==> config.mk <==
export PLATFORM = sky130hd
export DESIGN_NAME = air_quality_trimmed_average_alarm_core
export DESIGN_NICKNAME = d
export VERILOG_FILES = /design/src/rtl/core/aqta_pkg.sv /design/src/rtl/core/aqta_lane.sv /design/src/rtl/core/aqta_merge.sv /design/src/rtl/core/air_quality_trimmed_average_alarm_core.sv
export SDC_FILE = /design/constraint.sdc
export NUM_CORES = 1
export LEC_CHECK = 0
export ABC_CLOCK_PERIOD_IN_PS = 5500
export BUFFER_PORTS_ARGS = -buffer_cell sky130_fd_sc_hd__clkbuf_2
export CELL_PAD_IN_SITES_DETAIL_PLACEMENT = 1
export CELL_PAD_IN_SITES_GLOBAL_PLACEMENT = 2
export CORE_UTILIZATION = 50
export CTS_CLUSTER_DIAMETER = 80
export DETAILED_ROUTE_END_ITERATION = 7
export PLACE_DENSITY_LB_ADDON = 0.08
export SYNTH_ARGS = -nofsm -noshare
export SYNTH_HDL_FRONTEND = slang
export SYNTH_SLANG_ARGS = --single-unit
==> constraint.sdc <==
create_clock -name clock -period 5.5 [get_ports clock]
set_input_delay 0.825 -clock clock [delete_from_list [all_inputs] [get_ports clock]]
set_output_delay 0.825 -clock clock [all_outputs]
set_load 0.02 [all_outputs]
==> src/rtl/core/aqta_pkg.sv <==
package aqta_pkg;

   // default ring depth per gas
   localparam int unsigned WINDOW_DEFAULT = 16;

   localparam int unsigned SAMPLE_W = 16;
   localparam int unsigned LEVEL_W  = 3;

   // configuration register indexes
   localparam int unsigned CSR_IDX_W = 2;
   localparam logic [CSR_IDX_W-1:0] CSR_CO2_LIMIT     = 2'd0;
   localparam logic [CSR_IDX_W-1:0] CSR_TVOC_LIMIT    = 2'd1;
   localparam logic [CSR_IDX_W-1:0] CSR_BUZZER_ENABLE = 2'd2;

   // quality grades
   localparam logic [LEVEL_W-1:0] LVL_EXCELLENT = 3'd0;
   localparam logic [LEVEL_W-1:0] LVL_FINE      = 3'd1;
   localparam logic [LEVEL_W-1:0] LVL_MODERATE  = 3'd2;
   localparam logic [LEVEL_W-1:0] LVL_POOR      = 3'd3;
   localparam logic [LEVEL_W-1:0] LVL_VERY_POOR = 3'd4;
   localparam logic [LEVEL_W-1:0] LVL_SEVERE    = 3'd5;

   // grade steps, ppm and ppb
   localparam logic [SAMPLE_W-1:0] CO2_STEP_1  = 16'd400;
   localparam logic [SAMPLE_W-1:0] CO2_STEP_2  = 16'd1000;
   localparam logic [SAMPLE_W-1:0] CO2_STEP_3  = 16'd1500;
   localparam logic [SAMPLE_W-1:0] CO2_STEP_4  = 16'd2000;
   localparam logic [SAMPLE_W-1:0] CO2_STEP_5  = 16'd5000;
   localparam logic [SAMPLE_W-1:0] TVOC_STEP_1 = 16'd50;
   localparam logic [SAMPLE_W-1:0] TVOC_STEP_2 = 16'd100;
   localparam logic [SAMPLE_W-1:0] TVOC_STEP_3 = 16'd150;
   localparam logic [SAMPLE_W-1:0] TVOC_STEP_4 = 16'd200;
   localparam logic [SAMPLE_W-1:0] TVOC_STEP_5 = 16'd300;

   // what a lane reports to the merge side
   typedef struct packed {
      logic                done;
      logic [SAMPLE_W-1:0] avg;
   } lane_stat_type;

   // one result beat
   typedef struct packed {
      logic                buzzer_on;
      logic                alarm_active;
      logic [LEVEL_W-1:0]  quality_level;
      logic [SAMPLE_W-1:0] tvoc_average;
      logic [SAMPLE_W-1:0] co2_average;
   } result_type;

endpackage

==> src/rtl/core/aqta_lane.sv <==
module aqta_lane #(
   parameter int unsigned WINDOW = aqta_pkg::WINDOW_DEFAULT
) (
   input  logic                                clock,
   input  logic                                reset,
   input  logic                                start,
   input  logic [aqta_pkg::SAMPLE_W-1:0]       sample,
   input  logic [(WINDOW > 1 ? $clog2(WINDOW) : 1)-1:0] wr_slot,
   input  logic [$clog2(WINDOW+1)-1:0]         count,
   input  logic                                drain,
   output aqta_pkg::lane_stat_type             stat
);

   localparam int unsigned AW = (WINDOW > 1) ? $clog2(WINDOW) : 1;
   localparam int unsigned CW = $clog2(WINDOW + 1);
   localparam int unsigned SW = aqta_pkg::SAMPLE_W + CW;
   localparam int unsigned BW = $clog2(SW + 1);

   typedef enum logic [2:0] {
      ST_IDLE,
      ST_WALK,
      ST_TRIM,
      ST_DIV,
      ST_DONE
   } state_type;

   state_type state_ff, state_in;

   logic [aqta_pkg::SAMPLE_W-1:0] win_mem_ff [WINDOW];
   logic [aqta_pkg::SAMPLE_W-1:0] rd_data_ff;

   logic [CW-1:0] cnt_ff, cnt_in;
   logic [CW-1:0] ptr_ff, ptr_in;
   logic [CW-1:0] acc_ff, acc_in;
   logic          rd_vld_ff, rd_vld_in;
   logic [SW-1:0] sum_ff, sum_in;
   logic [aqta_pkg::SAMPLE_W-1:0] lo_ff, lo_in, hi_ff, hi_in;
   logic [CW-1:0] div_ff, div_in;
   logic [SW-1:0] quo_ff, quo_in;
   logic [CW:0]   rem_ff, rem_in;
   logic [BW-1:0] bit_ff, bit_in;
   logic [aqta_pkg::SAMPLE_W-1:0] avg_ff, avg_in;

   logic          issue;
   logic [CW:0]   rem_sh;
   logic          q_bit;

   assign issue = (state_ff == ST_WALK) && (ptr_ff < cnt_ff);
   assign rem_sh = {rem_ff[CW-1:0], quo_ff[SW-1]};
   assign q_bit = (rem_sh >= {1'b0, div_ff});

   // ring storage, one write and one registered read per cycle
   always_ff @(posedge clock) begin
      if (start) begin
         win_mem_ff[wr_slot] <= sample;
      end
      rd_data_ff <= win_mem_ff[ptr_ff[AW-1:0]];
   end

   always_comb begin
      state_in  = state_ff;
      cnt_in    = cnt_ff;
      ptr_in    = ptr_ff;
      acc_in    = acc_ff;
      rd_vld_in = issue;
      sum_in    = sum_ff;
      lo_in     = lo_ff;
      hi_in     = hi_ff;
      div_in    = div_ff;
      quo_in    = quo_ff;
      rem_in    = rem_ff;
      bit_in    = bit_ff;
      avg_in    = avg_ff;
      case (state_ff)
         ST_IDLE: begin
            if (start) begin
               state_in = ST_WALK;
               cnt_in   = count;
               ptr_in   = '0;
               acc_in   = '0;
               sum_in   = '0;
            end
         end
         ST_WALK: begin
            if (issue) begin
               ptr_in = ptr_ff + CW'(1);
            end
            if (rd_vld_ff) begin
               sum_in = sum_ff + SW'(rd_data_ff);
               acc_in = acc_ff + CW'(1);
               if (acc_ff == '0) begin
                  lo_in = rd_data_ff;
                  hi_in = rd_data_ff;
               end else begin
                  if (rd_data_ff < lo_ff) lo_in = rd_data_ff;
                  if (rd_data_ff > hi_ff) hi_in = rd_data_ff;
               end
               if (acc_ff + CW'(1) == cnt_ff) begin
                  state_in = ST_TRIM;
               end
            end
         end
         ST_TRIM: begin
            // drop one smallest and one largest when more than two held
            if (cnt_ff > CW'(2)) begin
               quo_in = sum_ff - SW'(lo_ff) - SW'(hi_ff);
               div_in = cnt_ff - CW'(2);
            end else begin
               quo_in = sum_ff;
               div_in = cnt_ff;
            end
            rem_in   = '0;
            bit_in   = BW'(SW);
            state_in = ST_DIV;
         end
         ST_DIV: begin
            // restoring divide, one quotient bit per cycle
            rem_in = q_bit ? (rem_sh - {1'b0, div_ff}) : rem_sh;
            quo_in = {quo_ff[SW-2:0], q_bit};
            bit_in = bit_ff - BW'(1);
            if (bit_ff == BW'(1)) begin
               avg_in   = quo_in[aqta_pkg::SAMPLE_W-1:0];
               state_in = ST_DONE;
            end
         end
         ST_DONE: begin
            if (drain) begin
               state_in = ST_IDLE;
            end
         end
         default: begin
            state_in = ST_IDLE;
         end
      endcase
   end

   always_ff @(posedge clock) begin
      if (reset) begin
         state_ff  <= ST_IDLE;
         rd_vld_ff <= 1'b0;
      end else begin
         state_ff  <= state_in;
         rd_vld_ff <= rd_vld_in;
      end
      cnt_ff <= cnt_in;
      ptr_ff <= ptr_in;
      acc_ff <= acc_in;
      sum_ff <= sum_in;
      lo_ff  <= lo_in;
      hi_ff  <= hi_in;
      div_ff <= div_in;
      quo_ff <= quo_in;
      rem_ff <= rem_in;
      bit_ff <= bit_in;
      avg_ff <= avg_in;
   end

   assign stat.done = (state_ff == ST_DONE);
   assign stat.avg  = avg_ff;

endmodule

==> src/rtl/core/aqta_merge.sv <==
module aqta_merge (
   input  aqta_pkg::lane_stat_type        co2_stat,
   input  aqta_pkg::lane_stat_type        tvoc_stat,
   input  logic [aqta_pkg::SAMPLE_W-1:0]  co2_limit,
   input  logic [aqta_pkg::SAMPLE_W-1:0]  tvoc_limit,
   input  logic                           buzzer_enable,
   output aqta_pkg::result_type           result
);

   logic [aqta_pkg::LEVEL_W-1:0] co2_grade;
   logic [aqta_pkg::LEVEL_W-1:0] tvoc_grade;
   logic                         alarm;

   always_comb begin
      if (co2_stat.avg < aqta_pkg::CO2_STEP_1)      co2_grade = aqta_pkg::LVL_EXCELLENT;
      else if (co2_stat.avg < aqta_pkg::CO2_STEP_2) co2_grade = aqta_pkg::LVL_FINE;
      else if (co2_stat.avg < aqta_pkg::CO2_STEP_3) co2_grade = aqta_pkg::LVL_MODERATE;
      else if (co2_stat.avg < aqta_pkg::CO2_STEP_4) co2_grade = aqta_pkg::LVL_POOR;
      else if (co2_stat.avg < aqta_pkg::CO2_STEP_5) co2_grade = aqta_pkg::LVL_VERY_POOR;
      else                                           co2_grade = aqta_pkg::LVL_SEVERE;
   end

   always_comb begin
      if (tvoc_stat.avg < aqta_pkg::TVOC_STEP_1)      tvoc_grade = aqta_pkg::LVL_EXCELLENT;
      else if (tvoc_stat.avg < aqta_pkg::TVOC_STEP_2) tvoc_grade = aqta_pkg::LVL_FINE;
      else if (tvoc_stat.avg < aqta_pkg::TVOC_STEP_3) tvoc_grade = aqta_pkg::LVL_MODERATE;
      else if (tvoc_stat.avg < aqta_pkg::TVOC_STEP_4) tvoc_grade = aqta_pkg::LVL_POOR;
      else if (tvoc_stat.avg < aqta_pkg::TVOC_STEP_5) tvoc_grade = aqta_pkg::LVL_VERY_POOR;
      else                                             tvoc_grade = aqta_pkg::LVL_SEVERE;
   end

   assign alarm = (co2_stat.avg > co2_limit) || (tvoc_stat.avg > tvoc_limit);

   assign result.co2_average   = co2_stat.avg;
   assign result.tvoc_average  = tvoc_stat.avg;
   assign result.quality_level = (co2_grade < tvoc_grade) ? tvoc_grade : co2_grade;
   assign result.alarm_active  = alarm;
   assign result.buzzer_on     = alarm & buzzer_enable;

endmodule

==> src/rtl/core/air_quality_trimmed_average_alarm_core.sv <==
// trimmed moving average of co2 and tvoc with a six-level quality grade and an alarm.
// each request beat carries one co2 and one tvoc sample; both go into their own ring
// of WINDOW entries at the same slot, and exactly one response beat comes back per
// request. two identical lanes walk their rings in parallel, one stored entry per
// cycle through a registered memory read, accumulating sum, minimum and maximum; with
// more than two entries held the smallest and largest are dropped, then a restoring
// divider gives one quotient bit per cycle. between request beat and loaded response
// the lanes pass through the ring walk over all entries held (up to WINDOW), a trim
// step, the serial divide of SW = 16 + clog2(WINDOW+1) quotient bits and the done
// state that holds the averages. one item is in work at a time; a new request beat
// is taken as soon as the previous result sits in the response register, even while
// that beat still waits for rsp_tready. the merge stage grades both averages
// (co2 steps 400/1000/1500/2000/5000 ppm, tvoc steps 50/100/150/200/300 ppb),
// takes the worse grade and raises the alarm when either average is strictly above its
// limit; buzzer_on is the alarm gated by buzzer_enable. configuration (index 0 co2
// limit, 1 tvoc limit, 2 buzzer enable, others ignored) is always ready and should be
// written only while the block is idle. ring contents are not cleared by reset; only
// entries already written are ever averaged.
module air_quality_trimmed_average_alarm_core #(
   parameter int unsigned WINDOW = aqta_pkg::WINDOW_DEFAULT
) (
   input  logic                              clock,
   input  logic                              reset,

   // request channel
   input  logic                              req_tvalid,
   output logic                              req_tready,
   input  logic [31:0]                       req_tdata,   // co2_sample[15:0], tvoc_sample[31:16]

   // response channel
   output logic                              rsp_tvalid,
   input  logic                              rsp_tready,
   // co2_average[15:0], tvoc_average[31:16], quality_level[34:32],
   // alarm_active[35], buzzer_on[36], zero fill [39:37]
   output logic [39:0]                       rsp_tdata,

   // configuration write channel
   input  logic                              csr_valid,
   output logic                              csr_ready,
   input  logic [aqta_pkg::CSR_IDX_W-1:0]    csr_index,
   input  logic [aqta_pkg::SAMPLE_W-1:0]     csr_data
);

   localparam int unsigned AW = (WINDOW > 1) ? $clog2(WINDOW) : 1;
   localparam int unsigned CW = $clog2(WINDOW + 1);

   // configuration registers
   logic [aqta_pkg::SAMPLE_W-1:0] co2_limit_ff, co2_limit_in;
   logic [aqta_pkg::SAMPLE_W-1:0] tvoc_limit_ff, tvoc_limit_in;
   logic                          buzzer_en_ff, buzzer_en_in;

   // ring position shared by both lanes
   logic [AW-1:0] slot_ff, slot_in;
   logic [CW-1:0] fill_ff, fill_in;

   logic          busy_ff, busy_in;
   logic          rsp_vld_ff, rsp_vld_in;
   aqta_pkg::result_type rsp_data_ff, rsp_data_in;

   logic                    req_beat;
   logic                    load;
   aqta_pkg::lane_stat_type co2_stat;
   aqta_pkg::lane_stat_type tvoc_stat;
   aqta_pkg::result_type    merged;

   assign csr_ready  = 1'b1;
   assign req_tready = ~busy_ff;
   assign req_beat   = req_tvalid & req_tready;

   // both lanes finish together; hand over once the response register is free
   assign load = co2_stat.done & tvoc_stat.done & (~rsp_vld_ff | rsp_tready);

   aqta_lane #(
      .WINDOW (WINDOW)
   ) u_co2_lane (
      .clock   (clock),
      .reset   (reset),
      .start   (req_beat),
      .sample  (req_tdata[15:0]),
      .wr_slot (slot_ff),
      .count   (fill_in),
      .drain   (load),
      .stat    (co2_stat)
   );

   aqta_lane #(
      .WINDOW (WINDOW)
   ) u_tvoc_lane (
      .clock   (clock),
      .reset   (reset),
      .start   (req_beat),
      .sample  (req_tdata[31:16]),
      .wr_slot (slot_ff),
      .count   (fill_in),
      .drain   (load),
      .stat    (tvoc_stat)
   );

   aqta_merge u_merge (
      .co2_stat      (co2_stat),
      .tvoc_stat     (tvoc_stat),
      .co2_limit     (co2_limit_ff),
      .tvoc_limit    (tvoc_limit_ff),
      .buzzer_enable (buzzer_en_ff),
      .result        (merged)
   );

   always_comb begin
      co2_limit_in  = co2_limit_ff;
      tvoc_limit_in = tvoc_limit_ff;
      buzzer_en_in  = buzzer_en_ff;
      if (csr_valid & csr_ready) begin
         case (csr_index)
            aqta_pkg::CSR_CO2_LIMIT:     co2_limit_in  = csr_data;
            aqta_pkg::CSR_TVOC_LIMIT:    tvoc_limit_in = csr_data;
            aqta_pkg::CSR_BUZZER_ENABLE: buzzer_en_in  = csr_data[0];
            default: begin
               // unmapped index, write dropped
            end
         endcase
      end
   end

   always_comb begin
      // fill count saturates at the ring depth, slot wraps
      fill_in = (fill_ff < CW'(WINDOW)) ? (fill_ff + CW'(1)) : fill_ff;
      if (!req_beat) begin
         fill_in = fill_ff;
      end
      slot_in = slot_ff;
      if (req_beat) begin
         slot_in = (slot_ff == AW'(WINDOW - 1)) ? '0 : (slot_ff + AW'(1));
      end
   end

   always_comb begin
      busy_in     = busy_ff;
      rsp_vld_in  = rsp_vld_ff;
      rsp_data_in = rsp_data_ff;
      if (rsp_vld_ff & rsp_tready) begin
         rsp_vld_in = 1'b0;
      end
      if (load) begin
         rsp_vld_in  = 1'b1;
         rsp_data_in = merged;
         busy_in     = 1'b0;
      end
      if (req_beat) begin
         busy_in = 1'b1;
      end
   end

   always_ff @(posedge clock) begin
      if (reset) begin
         co2_limit_ff  <= '0;
         tvoc_limit_ff <= '0;
         buzzer_en_ff  <= 1'b0;
         slot_ff       <= '0;
         fill_ff       <= '0;
         busy_ff       <= 1'b0;
         rsp_vld_ff    <= 1'b0;
      end else begin
         co2_limit_ff  <= co2_limit_in;
         tvoc_limit_ff <= tvoc_limit_in;
         buzzer_en_ff  <= buzzer_en_in;
         slot_ff       <= slot_in;
         fill_ff       <= fill_in;
         busy_ff       <= busy_in;
         rsp_vld_ff    <= rsp_vld_in;
      end
      rsp_data_ff <= rsp_data_in;
   end

   assign rsp_tvalid = rsp_vld_ff;
   assign rsp_tdata  = {3'b000, rsp_data_ff};

endmodule

* After elaboration in Yosys (flattened, before gate mapping)
Memories as Yosys holds them, arrays and structs flattened. A register that Yosys moved wholly into a read port is not among the register bits.
Index checks and enable logic that the tools add are counted.
** Word-level totals
- Bits in registers :: 329
- Memory bits (writable) :: 512
- Input port bits :: 55
- Output and inout bits :: 43
- Logic and storage cells :: 216
- Memories :: 2
** Memories
- u_co2_lane.win_mem_ff :: words 16, bits a word 16, rd ports 1, clocked after Yosys merged registers in 1, wr ports 1, RTL line aqta_lane.sv:29 : logic [aqta_pkg::SAMPLE_W-1:0] win_mem_ff [WINDOW];
- u_tvoc_lane.win_mem_ff :: words 16, bits a word 16, rd ports 1, clocked after Yosys merged registers in 1, wr ports 1, RTL line aqta_lane.sv:29
** Operators by class
- Add/subtract/negate cells :: 18
- Order comparisons :: 24
- Eq/ne operators :: 27
- Mux-type cells :: 64
- Bitwise logic cells :: 8
- Reductions and logical operators :: 35
** Operators by type and width (count)
- case mux 21 bit (2 select lines) :: 4
- two-way mux 16 bit :: 8
- two-way mux 21 bit :: 5
- subtractor 21 x 16 -> 21 bit :: 4
- case mux 5 bit (2 select lines) :: 8
- > comparator 16 bit :: 4
- two-way mux 5 bit :: 11
- two-way mux 3 bit :: 17
- adder 21 x 16 -> 21 bit :: 2
- less-than comparator 16 x 11 -> 1 bit (second input constant) :: 2
- less-than comparator 16 bit :: 2
- less-than comparator 16 x 8 -> 1 bit (second input constant) :: 2
- less-than comparator 16 x 9 -> 1 bit (second input constant) :: 2
- case mux 3 bit (5 select lines) :: 2
- adder 5 x 1 -> 5 bit (second input constant) :: 5
- AND reduction 3 bit :: 8
- nonzero test 2 bit :: 10
- less-than comparator 16 x 10 -> 1 bit (second input constant) :: 1
- less-than comparator 16 x 13 -> 1 bit (second input constant) :: 1
- less-than comparator 16 x 6 -> 1 bit (second input constant) :: 1
- less-than comparator 16 x 7 -> 1 bit (second input constant) :: 1
- AND reduction 2 bit :: 7
- equality test 3 x 2 -> 1 bit (second input constant) :: 4
- >= comparator 6 x 5 -> 1 bit :: 2
- other kinds (28) :: 63

* Longest topological paths before layout
- Word-level depth :: 8
- Mapped depth :: 11
- Mapped depth without buffers :: 11

* By module
From an unflattened synthesis, not the netlist that was laid out.
** Second synthesis, totals
- Cell total of the unflattened synthesis :: 2755
- Area total of the unflattened synthesis :: 40365.0 sq um
** Modules (own cells, without submodules)
- aqta_lane at u_tvoc_lane :: instances 1, cells an instance 1153, area each 18074.8 sq um, sequential area each 11691.2 sq um
- aqta_lane at u_co2_lane :: instances 1, cells an instance 1149, area each 18001.0 sq um, sequential area each 11691.2 sq um
- air_quality_trimmed_average_alarm_core :: instances 1, cells an instance 242, area each 2822.7 sq um, sequential area each 1991.9 sq um
- aqta_merge :: instances 1, cells an instance 211, area each 1466.4 sq um, sequential area each 0.0 sq um

* Least setup slack after synthesis
Ideal clock, no wire load.
- Path kind :: input to register
- From :: input port req_tvalid
- To :: memory u_co2_lane.win_mem_ff[3][0] (netlist name), enable pin
- Setup time :: 461 ps
- Data arrival time :: 3592 ps
- Required time :: 5039 ps
- Slack :: 1447 ps
- Cell stages on the path :: 4
- Path buffers :: 1
- Path through :: nor2b_1 clkbuf_1 nand2_1 nor3_1
** Between the ends
- Word-level cells in the longest chain between the ends :: 3
** Ends and longest elaborated chain
- start, declared :: RTL line air_quality_trimmed_average_alarm_core.sv:26 : input logic req_tvalid,
- bitwise AND 1 bit :: RTL line air_quality_trimmed_average_alarm_core.sv:68 : assign req_beat = req_tvalid & req_tready;
- two-way mux 1 bit :: RTL line aqta_lane.sv:54 : if (start) begin
- two-way mux 1 bit (implied by the code) :: RTL line aqta_lane.sv:55 : win_mem_ff[wr_slot] <= sample;
- end, declared :: RTL line aqta_lane.sv:29
No other way between the ends.

* Worst setup path in the final report
- From :: register u_co2_lane.lo_ff[4] (netlist name)
- To :: register u_co2_lane.quo_ff[18] (data pin)
** Between the ends
- Word-level cells in the longest chain between the ends :: 4
** Ends and longest elaborated chain
- start, declared :: RTL line aqta_lane.sv:37 : logic [aqta_pkg::SAMPLE_W-1:0] lo_ff, lo_in, hi_ff, hi_in;
- start signal, assigned :: RTL line aqta_lane.sv:149 : lo_ff <= lo_in;
- subtractor 21 x 16 -> 21 bit (2 in a row) :: RTL line aqta_lane.sv:106 : quo_in = sum_ff - SW'(lo_ff) - SW'(hi_ff);
- two-way mux 21 bit :: RTL line aqta_lane.sv:105 : if (cnt_ff > CW'(2)) begin
- case mux 21 bit (2 select lines) :: RTL line aqta_lane.sv:74 : case (state_ff)
- via u_co2_lane.quo_in[18] :: RTL line aqta_lane.sv:39 : logic [SW-1:0] quo_ff, quo_in;
- end signal, assigned :: RTL line aqta_lane.sv:152 : quo_ff <= quo_in;
- end, declared :: RTL line aqta_lane.sv:39
The timed path passes the listed nets, and every way through them passes these cells.
A chain may end at the register's enable or synchronous reset.

==> results.toml <==
[run_status]
status = "completed"

[critical_path]
cp.required_ps = 5900
worst-r2r-setup-slack_ps = 2040
endpoint = "u_co2_lane.quo_ff[18]"
reg2reg_depth = 9
r2r_start = "u_co2_lane.lo_ff[4]"
crit_start = "u_co2_lane.lo_ff[4]"
criticalPathCategory = "register to register"
arrival_ps = 3860
crit_path_end_kind = "register"
r2r-end = "u_co2_lane.quo_ff[18]"
crit_fanout = 5
cp-start-kind = "register"

[sta]
min_period_ps = 3460
drv_slew = 0
setup_tns_ps = 0
rsz0062_at_grt = "false"
period_share_pct = 62.9
max_clock_freq_ghz = 0.289
whs_ps = 412
final_hold_viol_count = 0
worst_pin_slew_ps = 1330
maxSlewHeadroom_pct = 11.4
setup_violations = 0
finalClockSkew_ps = 35.4

[global_route]
antenna_found_initial = 5
grt-ovfl-total = 0
grt_first_pass_wirelength_um = 149000
grt_usage_pct = 24.2
grt_start_max_net_pins = 68
first_global_vias = 25200

[detailed_routing]
wl_met2_um = 46800
drc_errors = 0
vias = 23400
firstDrtPassIters = 5
wl_met3_um = 4310
vias_per_cell = 5.89
wl_met1_um = 42700
drt-initial-drc-count = 1446
wl_per_cell_um = 24.3
drtAntennaViolNets = 0
routed_wl_um = 96300
highest-signal-layer = "met4"

[place]
numPortBuffers = 93
place.detailed.hpwl_um = 65400
place_congestion = 0.868

[synth]
netlist_area_sq_um = 39900
synth_cell_types = 74
yosysSeqAreaShare_pct = 63.7
synthArstFlopShare_pct = 0
avgSynthCellArea_sq_um = 14.7
ys_warn_count = 0
yosys_register_bits = 873
ys.flop_type = "edfxtp_1"
synth_cells = 2705
synth-edff-count = 789

[floorplan]
rows = 103
dieHeight_um = 284
ios = 98
core_area_sq_um = 78900
die_x_um = 284
dieArea_sq_um = 80800
initial_utilization_pct = 50.5

[clocking]
cts_buffer_depth = 3
cts_tree = "built"
htreeDepth = 3
postCtsSetupBuffers = 0
cts_buffers = 93
clock_latency_ps = 670
clkTransAtPathRegs_ps = 60
cts.sinks = 873
cts_root_buf = "clkbuf_16"
cts_resized = 0
ctsHoldBuffers = 0

[power_and_ir_drop]
cellPowerDensity_nw_per_um2 = 388
leakagePower_nw = 15.9
power.total_mw = 17.4
ir_drop_mv = 0.469

[worst_hold_path]
hold_class = "input port to register"

[run]
cap_viol_max_count = 0

[final_layout]
num-fill-cells = 7483
finalNetCount = 3141
area_growth_pct = 12.5
drive_gt1_share_pct = 15.7
-- how the worst min path moves through the flow --
stage	startpoint	endpoint	cells after the start
after floorplan	u_co2_lane.quo_ff[12]	u_co2_lane.avg_ff[13]	0
after global placement	u_co2_lane.quo_ff[12]	u_co2_lane.avg_ff[13]	0
after detailed placement	u_tvoc_lane.quo_ff[2]	u_tvoc_lane.avg_ff[3]	0
after CTS	csr_data[13]	tvoc_limit_ff[13]	3
after global routing	csr_data[13]	co2_limit_ff[13]	3
final	csr_data[13]	co2_limit_ff[13]	3
-- power by group --
| group | switching (mW) | leakage [nW] | internal (mW) |
|---|---|---|---|
| clock | 2.62 | 1.47 | 3.63 |
| sequential | 0.323 | 7.85 | 7.61 |
| combinational | 1.83 | 6.62 | 1.39 |
| total | 4.78 | 15.9 | 12.6 |
-- metrics by stage --
step	area [sq um]	cells	util, %	setup slack (ps)
after floorplan	39900	2707	-	1450
after global placement	41800	3803	53.0	2180
after detailed placement	41800	3803	53.0	2080
after CTS	44800	3967	56.8	2070
after global routing	44800	3967	56.8	1820
final	44800	3968	56.8	2040
-- cells in the mapped netlist, drive strengths merged (41+ instances only) --
library cell  instances  area, sq um
dfxtp                84         1680
inv                 177          664
clkbuf               69          259
nand2               185          694
edfxtp              789        23700
o21ai                87          435
xnor2                43          377
ha                  202         2530
nor2                167          627
a21oi               162          811
a21o                 49          368
nor3                 54          270
nand3                41          205
mux4                160         3600
-- kinds of logic after synthesis --
family	share of synthesized area, %
flip-flops	63.7
AND/OR/NAND/NOR	7.32
AO/OA/AOI/OAI	7.25
buffers and inverters	2.60
adder cells (fa/ha/maj)	8.15
multiplexers	9.30
XOR/XNOR	1.69
other	0.0188
-- critical path: stages, from the launching register on --
cell and delay, ps:
edfxtp_1 370, inv_1 100, fa_1 430, ha_1 380, o21ai_0 140, o21bai_1 150, a21oi_1 190, o31ai_1 930
nand2_1 170, a311o_1 350
-- placed cells by master, fill, tap and decap left out, types with 16 or more instances in the layout --
cell	Yosys	routed
xnor2_1	43	43
and3_1	22	22
nor2b_1	30	28
buf_4	4	44
o21a_1	25	25
nand4_1	18	18
ha_1	202	202
xor2_1	34	34
clkbuf_2	0	93
o21ai_0	68	67
nor3_1	54	50
inv_1	174	174
nand3_1	41	41
a31oi_1	27	27
fa_1	36	36
dfxtp_1	84	84
edfxtp_1	789	789
nand2b_1	19	19
a21o_1	49	49
clkbuf_1	69	24
clkbuf_16	0	93
nand2_1	185	185
o21ai_1	19	20
a21oi_1	162	162
mux4_2	160	160
or3_1	16	16
o211ai_1	17	17
nor2_1	167	155
-- metal layers --
layer  track usage [%]  vias up
li1                  -    10600
met1              33.2    12100
met2              40.0      566
met3              3.64      160
met4              7.00        0
met5                 0        -
-- registers in the layout, indices dropped and copies added, names as in the netlist, 16 cells and up --
register / flops
tvoc_limit_ff: 16
u_tvoc_lane.quo_ff: 21
u_tvoc_lane.sum_ff: 21
u_co2_lane.sum_ff: 21
co2_limit_ff: 16
u_tvoc_lane.rd_data_ff: 16
u_co2_lane.quo_ff: 21
u_tvoc_lane.win_mem_ff: 256
u_co2_lane.lo_ff: 16
rsp_tdata: 37
u_tvoc_lane.hi_ff: 16
u_co2_lane.avg_ff: 16
u_co2_lane.hi_ff: 16
u_tvoc_lane.avg_ff: 16
u_tvoc_lane.lo_ff: 16
u_co2_lane.rd_data_ff: 16
u_co2_lane.win_mem_ff: 256
-- final cells by class --
class                   instances  area [sq um]  area share [%]
diodes                          1          2.50         0.00558
clock inverters                42           583            1.30
flip-flops and latches        873         25400            56.6
multi-input cells            1564         13600            30.3
well taps                    1050          1310            2.93
clock buffers                 122          2490            5.55
inverters                     177           664            1.48
repair buffers                139           836            1.86
Note: power is estimated with default switching activity, not from simulation.
